==> config.mk <==
export PLATFORM = sky130hd
export DESIGN_NAME = session_cache_oldest_evict_flat
export DESIGN_NICKNAME = d
export VERILOG_FILES = /design/src/rtl/sce_pkg.sv /design/src/rtl/sce_req_if.sv /design/src/rtl/sce_rsp_if.sv /design/src/rtl/sce_ram.sv /design/src/rtl/session_cache_oldest_evict.sv /design/src/flat_wrapper.sv
export SDC_FILE = /design/constraint.sdc
export NUM_CORES = 2
export LEC_CHECK = 0
export BUFFER_PORTS_ARGS = -buffer_cell sky130_fd_sc_hd__buf_4
export CORE_MARGIN = 2
export CORE_UTILIZATION = 50
export DETAILED_ROUTE_END_ITERATION = 12
export PLACE_DENSITY = 0.67
export SLEW_MARGIN = 0
export SYNTH_ARGS = -nofsm -noshare
export SYNTH_HDL_FRONTEND = slang
export SYNTH_SLANG_ARGS = --single-unit
==> constraint.sdc <==
create_clock -name clock -period 29.9 [get_ports clock]
set_input_delay 1.495 -clock clock [delete_from_list [all_inputs] [get_ports clock]]
set_output_delay 1.495 -clock clock [all_outputs]
set_load 0.02 [all_outputs]
==> src/rtl/sce_pkg.sv <==
package sce_pkg;

   localparam int KEY_W  = 64;
   localparam int TIME_W = 64;
   localparam int PAY_W  = 64;
   localparam int CODE_W = 2;

   typedef enum logic [CODE_W-1:0] {
      REQ_ADD    = 2'd0,
      REQ_REMOVE = 2'd1,
      REQ_GET    = 2'd2
   } req_code_type;

   typedef enum logic [1:0] {
      ST_IDLE  = 2'd0,
      ST_SCAN  = 2'd1,
      ST_WRITE = 2'd2,
      ST_RESP  = 2'd3
   } state_type;

   typedef struct packed {
      logic [KEY_W-1:0]  key_hi;
      logic [KEY_W-1:0]  key_lo;
      logic [TIME_W-1:0] setup_time;
      logic [PAY_W-1:0]  payload;
   } entry_type;

   localparam int ENTRY_W = $bits(entry_type);

endpackage

==> src/rtl/sce_req_if.sv <==
interface sce_req_if import sce_pkg::*; ();
   logic              valid;
   logic              ready;
   logic [CODE_W-1:0] req_type;
   logic [KEY_W-1:0]  key_hi;
   logic [KEY_W-1:0]  key_lo;
   logic [TIME_W-1:0] setup_time;
   logic [PAY_W-1:0]  entry_payload;

   modport source (output valid, output req_type, output key_hi, output key_lo,
                   output setup_time, output entry_payload, input ready);
   modport sink   (input valid, input req_type, input key_hi, input key_lo,
                   input setup_time, input entry_payload, output ready);
endinterface

==> src/rtl/sce_rsp_if.sv <==
interface sce_rsp_if import sce_pkg::*; ();
   logic              valid;
   logic              ready;
   logic              status;
   logic              evicted;
   logic [TIME_W-1:0] hit_time;
   logic [PAY_W-1:0]  hit_payload;

   modport source (output valid, output status, output evicted, output hit_time,
                   output hit_payload, input ready);
   modport sink   (input valid, input status, input evicted, input hit_time,
                   input hit_payload, output ready);
endinterface

==> src/rtl/sce_ram.sv <==
module sce_ram #(
   parameter int WIDTH = 8,
   parameter int DEPTH = 8
) (
   input  logic                                  clock,
   input  logic                                  wr_en,
   input  logic [(DEPTH > 1 ? $clog2(DEPTH) : 1)-1:0] wr_addr,
   input  logic [WIDTH-1:0]                      wr_data,
   input  logic                                  rd_en,
   input  logic [(DEPTH > 1 ? $clog2(DEPTH) : 1)-1:0] rd_addr,
   output logic [WIDTH-1:0]                      rd_data
);

   logic [WIDTH-1:0] mem_ff [DEPTH];
   logic [WIDTH-1:0] rd_data_ff;

   always_ff @(posedge clock) begin
      if (wr_en) begin
         mem_ff[wr_addr] <= wr_data;
      end
      if (rd_en) begin
         rd_data_ff <= mem_ff[rd_addr];
      end
   end

   assign rd_data = rd_data_ff;

endmodule

==> src/rtl/session_cache_oldest_evict.sv <==
// Session cache of CACHE_SIZE entries (128-bit key, setup time, payload word), one request at
// a time, one result word per request. The entries sit in a single-port-read RAM with a
// registered read; the valid bits are flops cleared by reset, so no clearing pass is needed.
// An add to a table with a free slot writes straight into the lowest free slot in the write
// state, then loads its result word in the result state. Remove, get, and an add to a full
// table (which evicts the oldest entry, lowest slot on a tie) read every slot in turn through
// the RAM port, and an add then writes the new entry over the evicted slot. A request code
// with no meaning answers all zero. The next request is taken as soon as the previous result
// word is loaded into the output register, even while that word still waits to be taken.
module session_cache_oldest_evict import sce_pkg::*; #(
   parameter int CACHE_SIZE = 8
) (
   input  logic       clock,
   input  logic       reset,
   sce_req_if.sink    req_bus,
   sce_rsp_if.source  rsp_bus
);

   localparam int IW = (CACHE_SIZE > 1) ? $clog2(CACHE_SIZE) : 1;
   localparam int CW = $clog2(CACHE_SIZE + 1);

   state_type         state_ff, state_in;
   logic [CODE_W-1:0] code_ff, code_in;
   logic [KEY_W-1:0]  key_hi_ff, key_hi_in;
   logic [KEY_W-1:0]  key_lo_ff, key_lo_in;
   logic [TIME_W-1:0] time_ff, time_in;
   logic [PAY_W-1:0]  pay_ff, pay_in;
   logic [CACHE_SIZE-1:0] valid_ff, valid_in;
   logic [CW-1:0]     cnt_ff, cnt_in;
   logic              rd_vld_ff, rd_vld_in;
   logic [IW-1:0]     rd_idx_ff, rd_idx_in;
   logic [IW-1:0]     slot_ff, slot_in;
   logic              evict_ff, evict_in;
   logic              found_ff, found_in;
   logic              have_ff, have_in;
   logic [TIME_W-1:0] min_time_ff, min_time_in;
   logic [TIME_W-1:0] hit_time_ff, hit_time_in;
   logic [PAY_W-1:0]  hit_pay_ff, hit_pay_in;
   logic              rsp_valid_ff, rsp_valid_in;
   logic              rsp_status_ff, rsp_status_in;
   logic              rsp_evicted_ff, rsp_evicted_in;
   logic [TIME_W-1:0] rsp_time_ff, rsp_time_in;
   logic [PAY_W-1:0]  rsp_pay_ff, rsp_pay_in;

   logic              ram_wr_en;
   logic              ram_rd_en;
   logic [IW-1:0]     ram_rd_addr;
   logic [ENTRY_W-1:0] ram_rd_data;
   entry_type         wr_entry;
   entry_type         rd_entry;
   logic              full;
   logic [IW-1:0]     free_idx;
   logic              key_match;
   logic              last_read;

   sce_ram #(
      .WIDTH (ENTRY_W),
      .DEPTH (CACHE_SIZE)
   ) u_ram (
      .clock   (clock),
      .wr_en   (ram_wr_en),
      .wr_addr (slot_ff),
      .wr_data (wr_entry),
      .rd_en   (ram_rd_en),
      .rd_addr (ram_rd_addr),
      .rd_data (ram_rd_data)
   );

   assign wr_entry = '{key_hi: key_hi_ff, key_lo: key_lo_ff, setup_time: time_ff,
                       payload: pay_ff};
   assign rd_entry = entry_type'(ram_rd_data);

   // lowest free slot
   always_comb begin
      free_idx = '0;
      for (int i = CACHE_SIZE - 1; i >= 0; i--) begin
         if (!valid_ff[i]) begin
            free_idx = IW'(i);
         end
      end
   end

   assign full      = &valid_ff;
   assign key_match = valid_ff[rd_idx_ff] && (rd_entry.key_hi == key_hi_ff) &&
                      (rd_entry.key_lo == key_lo_ff);
   assign last_read = rd_vld_ff && (rd_idx_ff == IW'(CACHE_SIZE - 1));

   always_comb begin
      state_in       = state_ff;
      code_in        = code_ff;
      key_hi_in      = key_hi_ff;
      key_lo_in      = key_lo_ff;
      time_in        = time_ff;
      pay_in         = pay_ff;
      valid_in       = valid_ff;
      cnt_in         = cnt_ff;
      rd_vld_in      = 1'b0;
      rd_idx_in      = rd_idx_ff;
      slot_in        = slot_ff;
      evict_in       = evict_ff;
      found_in       = found_ff;
      have_in        = have_ff;
      min_time_in    = min_time_ff;
      hit_time_in    = hit_time_ff;
      hit_pay_in     = hit_pay_ff;
      rsp_valid_in   = rsp_valid_ff && !rsp_bus.ready;
      rsp_status_in  = rsp_status_ff;
      rsp_evicted_in = rsp_evicted_ff;
      rsp_time_in    = rsp_time_ff;
      rsp_pay_in     = rsp_pay_ff;
      ram_wr_en      = 1'b0;
      ram_rd_en      = 1'b0;
      ram_rd_addr    = cnt_ff[IW-1:0];
      req_bus.ready  = 1'b0;

      case (state_ff)
         ST_IDLE: begin
            req_bus.ready = 1'b1;
            if (req_bus.valid) begin
               code_in   = req_bus.req_type;
               key_hi_in = req_bus.key_hi;
               key_lo_in = req_bus.key_lo;
               time_in   = req_bus.setup_time;
               pay_in    = req_bus.entry_payload;
               cnt_in    = '0;
               found_in  = 1'b0;
               have_in   = 1'b0;
               evict_in  = 1'b0;
               case (req_bus.req_type)
                  REQ_ADD: begin
                     if (full) begin
                        state_in = ST_SCAN;
                     end else begin
                        slot_in  = free_idx;
                        state_in = ST_WRITE;
                     end
                  end
                  REQ_REMOVE, REQ_GET: begin
                     state_in = ST_SCAN;
                  end
                  default: begin
                     state_in = ST_RESP;
                  end
               endcase
            end
         end
         ST_SCAN: begin
            if (cnt_ff < CW'(CACHE_SIZE)) begin
               ram_rd_en = 1'b1;
               rd_vld_in = 1'b1;
               rd_idx_in = cnt_ff[IW-1:0];
               cnt_in    = cnt_ff + 1'b1;
            end
            if (rd_vld_ff) begin
               case (code_ff)
                  REQ_ADD: begin
                     if (!have_ff || (rd_entry.setup_time < min_time_ff)) begin
                        have_in     = 1'b1;
                        min_time_in = rd_entry.setup_time;
                        slot_in     = rd_idx_ff;
                     end
                  end
                  REQ_REMOVE: begin
                     if (key_match) begin
                        valid_in[rd_idx_ff] = 1'b0;
                     end
                  end
                  REQ_GET: begin
                     if (key_match && !found_ff) begin
                        found_in    = 1'b1;
                        hit_time_in = rd_entry.setup_time;
                        hit_pay_in  = rd_entry.payload;
                     end
                  end
                  default: begin
                  end
               endcase
            end
            if (last_read) begin
               if (code_ff == REQ_ADD) begin
                  evict_in = 1'b1;
                  state_in = ST_WRITE;
               end else begin
                  state_in = ST_RESP;
               end
            end
         end
         ST_WRITE: begin
            ram_wr_en          = 1'b1;
            valid_in[slot_ff]  = 1'b1;
            state_in           = ST_RESP;
         end
         ST_RESP: begin
            if (!rsp_valid_ff || rsp_bus.ready) begin
               rsp_valid_in   = 1'b1;
               rsp_status_in  = (code_ff == REQ_GET) && !found_ff;
               rsp_evicted_in = evict_ff;
               rsp_time_in    = ((code_ff == REQ_GET) && found_ff) ? hit_time_ff : '0;
               rsp_pay_in     = ((code_ff == REQ_GET) && found_ff) ? hit_pay_ff : '0;
               state_in       = ST_IDLE;
            end
         end
         default: begin
            state_in = ST_IDLE;
         end
      endcase
   end

   always_ff @(posedge clock) begin
      if (reset) begin
         state_ff     <= ST_IDLE;
         valid_ff     <= '0;
         rd_vld_ff    <= 1'b0;
         rsp_valid_ff <= 1'b0;
      end else begin
         state_ff     <= state_in;
         valid_ff     <= valid_in;
         rd_vld_ff    <= rd_vld_in;
         rsp_valid_ff <= rsp_valid_in;
      end
   end

   always_ff @(posedge clock) begin
      code_ff        <= code_in;
      key_hi_ff      <= key_hi_in;
      key_lo_ff      <= key_lo_in;
      time_ff        <= time_in;
      pay_ff         <= pay_in;
      cnt_ff         <= cnt_in;
      rd_idx_ff      <= rd_idx_in;
      slot_ff        <= slot_in;
      evict_ff       <= evict_in;
      found_ff       <= found_in;
      have_ff        <= have_in;
      min_time_ff    <= min_time_in;
      hit_time_ff    <= hit_time_in;
      hit_pay_ff     <= hit_pay_in;
      rsp_status_ff  <= rsp_status_in;
      rsp_evicted_ff <= rsp_evicted_in;
      rsp_time_ff    <= rsp_time_in;
      rsp_pay_ff     <= rsp_pay_in;
   end

   assign rsp_bus.valid       = rsp_valid_ff;
   assign rsp_bus.status      = rsp_status_ff;
   assign rsp_bus.evicted     = rsp_evicted_ff;
   assign rsp_bus.hit_time    = rsp_time_ff;
   assign rsp_bus.hit_payload = rsp_pay_ff;

endmodule

==> src/flat_wrapper.sv <==
// flat-port wrapper written by rule: the top's interface ports become plain ports
module session_cache_oldest_evict_flat import sce_pkg::*;
#(
   parameter int CACHE_SIZE = 8
)
  (clock, reset, req_bus_valid, req_bus_req_type, req_bus_key_hi, req_bus_key_lo, req_bus_setup_time, req_bus_entry_payload, req_bus_ready, rsp_bus_valid, rsp_bus_status, rsp_bus_evicted, rsp_bus_hit_time, rsp_bus_hit_payload, rsp_bus_ready);
  sce_req_if req_bus_i ();
  sce_rsp_if rsp_bus_i ();
  input  logic clock;
  input  logic reset;
  input wire logic [$bits(req_bus_i.valid)-1:0] req_bus_valid;
  input wire logic [$bits(req_bus_i.req_type)-1:0] req_bus_req_type;
  input wire logic [$bits(req_bus_i.key_hi)-1:0] req_bus_key_hi;
  input wire logic [$bits(req_bus_i.key_lo)-1:0] req_bus_key_lo;
  input wire logic [$bits(req_bus_i.setup_time)-1:0] req_bus_setup_time;
  input wire logic [$bits(req_bus_i.entry_payload)-1:0] req_bus_entry_payload;
  output wire logic [$bits(req_bus_i.ready)-1:0] req_bus_ready;
  output wire logic [$bits(rsp_bus_i.valid)-1:0] rsp_bus_valid;
  output wire logic [$bits(rsp_bus_i.status)-1:0] rsp_bus_status;
  output wire logic [$bits(rsp_bus_i.evicted)-1:0] rsp_bus_evicted;
  output wire logic [$bits(rsp_bus_i.hit_time)-1:0] rsp_bus_hit_time;
  output wire logic [$bits(rsp_bus_i.hit_payload)-1:0] rsp_bus_hit_payload;
  input wire logic [$bits(rsp_bus_i.ready)-1:0] rsp_bus_ready;
  assign req_bus_i.valid = req_bus_valid;
  assign req_bus_i.req_type = req_bus_req_type;
  assign req_bus_i.key_hi = req_bus_key_hi;
  assign req_bus_i.key_lo = req_bus_key_lo;
  assign req_bus_i.setup_time = req_bus_setup_time;
  assign req_bus_i.entry_payload = req_bus_entry_payload;
  assign req_bus_ready = req_bus_i.ready;
  assign rsp_bus_valid = rsp_bus_i.valid;
  assign rsp_bus_status = rsp_bus_i.status;
  assign rsp_bus_evicted = rsp_bus_i.evicted;
  assign rsp_bus_hit_time = rsp_bus_i.hit_time;
  assign rsp_bus_hit_payload = rsp_bus_i.hit_payload;
  assign rsp_bus_i.ready = rsp_bus_ready;
  session_cache_oldest_evict #(.CACHE_SIZE(CACHE_SIZE)) u_core (.clock(clock), .reset(reset), .req_bus(req_bus_i), .rsp_bus(rsp_bus_i));
endmodule
==> Implementation_results.wiki <==
{| class="wikitable"
! Metric !! Value
|-
| Clock transition time at the flip-flop clock pins of the worst setup and hold paths || ~0.060 ns
|-
| Shortest clock period the worst path allows after layout || 4.93 ns
|-
| Share of layout cells above drive strength 1 || 31.2%
|-
| Combined area of all synthesized cells || 0.107 mm²
|-
| Top achievable clock speed || 203 MHz
|-
| Type of destination of the critical path || flop
|-
| Die area || 0.218 mm²
|-
| Share of the core filled with cells || 57.8%
|-
| Total of max-cap violations || 0
|-
| Number of design-rule violations left by the first detailed-router iteration || 4,387
|-
| Detailed-route via count || between 40k and 50k
|-
| Number of gates resized after CTS || 0
|-
| Largest net degree at the start of global routing || 132
|-
| TritonRoute pass-1 iters || 7
|-
| Highest cell delay on the worst timing path || 0.92 ns
|-
| Sequential Power Share || 49.1%
|-
| Buffers from clock root to sink, at most || 4
|-
| Synthesized-area fraction occupied by ao, oa, aoi and oai cells || 0.608%
|-
| Total routed wirelength || about 230,000 µm
|-
| Internal portion of total power || 8.25 mW
|-
| Mean Syn Cell Area || ~24 µm²
|-
| Portion of total power attributed to combinational logic || 19.1%
|-
| Synthesized instance count || 4,486
|-
| Placement Rows || 169
|-
| Std-Cell Core Area || roughly 0.21 mm²
|-
| Multiplexer area fraction after synthesis || 13.5%
|-
| Synthesis-to-finish area growth || 14.7%
|-
| Post-synth top area share || around 80%
|-
| Pleak || just under 40 nW
|-
| Headroom to the max-slew limit || 27.0%
|-
| Count of placed standard cells including taps || 7,608
|-
| Pin slew with the least headroom to its limit || about 1.1 ns
|-
| Max Slew Vio Count || 0
|-
| Number of cell instances on the worst register-to-register path || 7
|-
| Post-route clock period utilization || 16.5%
|-
| Fraction of power consumed by the clock network || 31.8%
|-
| Post-CTS Hold Buffers || 0
|-
| WL per Instance || around 28 µm
|-
| Final global-route overflow total || 0
|-
| Maximum vdd drop || ~0.000083 V
|-
| Number of nets in the finished design || 5,423
|-
| Global placement routability congestion || 0.737
|-
| Cells along the critical path || inv_1 > ha_1 > nand2b_1 > nor2_4 > buf_4 > buf_4 > buf_4
|-
| FILL cells || 15.1k
|-
| Post-Syn Nets || a little under 5k
|-
| RSZ-0062 raised after global routing || false
|-
| Number of vias per cell after detailed routing || 5.73
|-
| CTS tree || yes
|-
| Post-Place Cell Area || roughly 0.11 mm²
|-
| Power Total || 11.0 mW
|-
| Critical-path top delay cell || sky130_fd_sc_hd__nor2_4
|-
| Biggest area consumer among synthesized cells || sky130_fd_sc_hd__edfxtp_1
|-
| Die outline height || 467 µm
|-
| WP data arrival || roughly 5.5 ns
|-
| Number of antenna-violating nets in the routed design || 0
|-
| Worst hold slack across all endpoints || 0.410 ns
|-
| Hold Violations, Final || 0
|-
| TritonCTS sink count || between 2k and 3k
|-
| Master cell of the clock root buffer || sky130_fd_sc_hd__clkbuf_16
|-
| Adder and majority gate portion of the synthesized area || 0.819%
|-
| Cell with the most instances on the worst path || sky130_fd_sc_hd__buf_4
|-
| Cell count of the worst hold path || 0
|-
| Flip-flop and latch count after synthesis || 2,909
|-
| Commonest cells after routing, fill and taps aside || sky130_fd_sc_hd__edfxtp_1, sky130_fd_sc_hd__mux4_2, sky130_fd_sc_hd__buf_4
|-
| Crit Path Category || reg2reg
|-
| Fraction of the yosys area taken by sequential cells || 81.5%
|-
| Total global-route track usage || 20.8%
|-
| Setup TNS || 0 ns
|-
| Areal power density over the cells || between 80 and 90 mW/mm²
|-
| Commonest non-fill, non-tap cell in the layout || sky130_fd_sc_hd__edfxtp_1
|-
| Area contributors post-synth || sky130_fd_sc_hd__edfxtp_1, sky130_fd_sc_hd__mux4_2, sky130_fd_sc_hd__mux2_2
|-
| Switching power total || 2.79 mW
|-
| Global-route wire length before repair || 328,000 µm
|-
| Htree depth || 5
|-
| Share of total power consumed by net switching || 25.3%
|-
| Setup-violating endpoint count in the final report || 0
|-
| Run status || finished clean
|-
| Number of remaining DRC errors || 0
|-
| Count of yosys warnings during synthesis || 0
|-
| Count of port buffers added during placement || a little under 400
|-
| Element type at the critical path start || flop
|-
| Post-CTS Setup Inserts || 0
|-
| Detailed placement HPWL || 121,000 µm
|-
| CP Max Fanout || 52
|-
| Combinational family with the most area after synthesis || multiplexers
|-
| Worst slack at placement || 24.83 ns
|-
| Number of antenna violations at the first check in global routing || 49
|-
| Top-level I/O count || 394
|-
| Final Instance Area || about 0.12 mm²
|-
| XOR/XNOR share of the synthesized area || 1.05%
|-
| Endpoint required time on the critical path || approximately 30 ns
|-
| Initial core utilization || 50.4%
|-
| Simple-Gate Fraction of Synth Area || ~1.6%
|-
| Library cells used by synthesis || 51
|-
| Tightest Hold Check Type || reg2reg
|-
| Source-to-sink clock delay at the later pin of the worst-skew pair || just over 0.9 ns
|-
| Non-filler instance count after layout || 8,132
|-
| Final clock skew || 0.0650 ns
|-
| Die X || 467 µm
|-
| Via count of the first global-routing pass || 48.3k
|-
| Final critical-path setup slack || about 25 ns
|-
| Number of buffers inserted during clock tree synthesis || 302
|}
==> final timing paths <==
kind	endpoint	slack [ns]	from
worst max-delay path	u_core.u_ram.mem_ff[6][56]	24.97	u_core.state_ff[0]
worst max register to register	u_core.u_ram.mem_ff[6][56]	24.97	u_core.state_ff[0]
worst min register to register	u_core.hit_pay_ff[32]	0.41	u_core.u_ram.rd_data[32]
worst min-delay path	u_core.hit_pay_ff[32]	0.41	u_core.u_ram.rd_data[32]
==> registers in the layout (all words and copies together), names as in the netlist, 4 cells and up <==
name / count
u_core.u_ram.mem_ff: 2048
u_core.u_ram.rd_data: 256
u_core.hit_pay_ff: 64
u_core.hit_time_ff: 64
u_core.key_hi_ff: 64
u_core.key_lo_ff: 64
u_core.min_time_ff: 64
u_core.pay_ff: 64
u_core.rsp_bus.hit_payload: 64
u_core.rsp_bus.hit_time: 64
u_core.time_ff: 64
u_core.valid_ff: 8
u_core.cnt_ff: 4
==> cell type report <==
| cell class | count | area, µm² | area share (%) |
|---|---|---|---|
| sequential | 2909 | 87200 | 71.1 |
| multi-input combinational | 1342 | 18900 | 15.4 |
| inverter | 72 | 275 | 0.224 |
| antenna | 9 | 22.5 | 0.0184 |
| clock inverter | 138 | 1140 | 0.931 |
| timing repair buffer | 464 | 3630 | 2.96 |
| tap | 2821 | 3530 | 2.88 |
| clock buffer | 377 | 8000 | 6.52 |
==> critical path: cells and delay by family (launching register included) <==
family | cells | cell delay, ns
adder cells (fa/ha/maj) | 1 | 0.30
buffers and inverters | 4 | 2.61
flip-flops | 1 | 0.33
AND/OR/NAND/NOR | 2 | 1.20
==> kinds of logic (layout without fill, tap and decap cells) <==
group	Yosys count	in the layout
DFF	2909	2909
muxes	771	771
and+or+nand+nor	280	280
buffers and inverters	235	1051
xor gates and xnor gates	128	128
AOI/OAI and AO/OA	93	93
adders and majority gates	70	70
other	0	9
==> cell usage after synthesis, drive strengths merged <==
cell	n
edfxtp	2897
mux4	514
mux2	257
and2	130
xnor2	120
clkbuf	93
inv	72
buf	70
ha	70
nand4	51
a21o	32
a21oi	27
nor2	27
nand2	17
dfxtp	12
nor3	11
nand3	10
nor4	10
o21ai	8
xor2	8
nand2b	7
a211oi	6
nor2b	5
nor3b	4
a2bb2oi	3
a221oi	2
a311oi	2
a31oi	2
a32oi	2
and3b	2
o211ai	2
or2	2
or3	2
a2111oi	1
and2b	1
nand3b	1
o21a	1
o21bai	1
o221ai	1
o22a	1
o22ai	1
o31ai	1
==> metal layers <==
metal | up-vias | global-route usage [%] | share of wire, %
li1 | 19800 | - | -
met1 | 24800 | 29.2 | 42
met2 | 1610 | 33.0 | 49
met3 | 354 | 4.48 | 7.1
met4 | 22 | 6.41 | 2.6
met5 | - | 0 | 0.057
==> power by group through the flow <==
stage	sequential (mW)	clock [mW]	combinational (mW)
after floorplan	5.61	0	1.55
after global placement	5.47	0	2.14
after detailed placement	5.51	0	2.15
after CTS	5.42	3.58	2.16
after global routing	5.47	3.74	2.27
final	5.42	3.51	2.11
No activity file was read; power rests on OpenSTA's default activity.
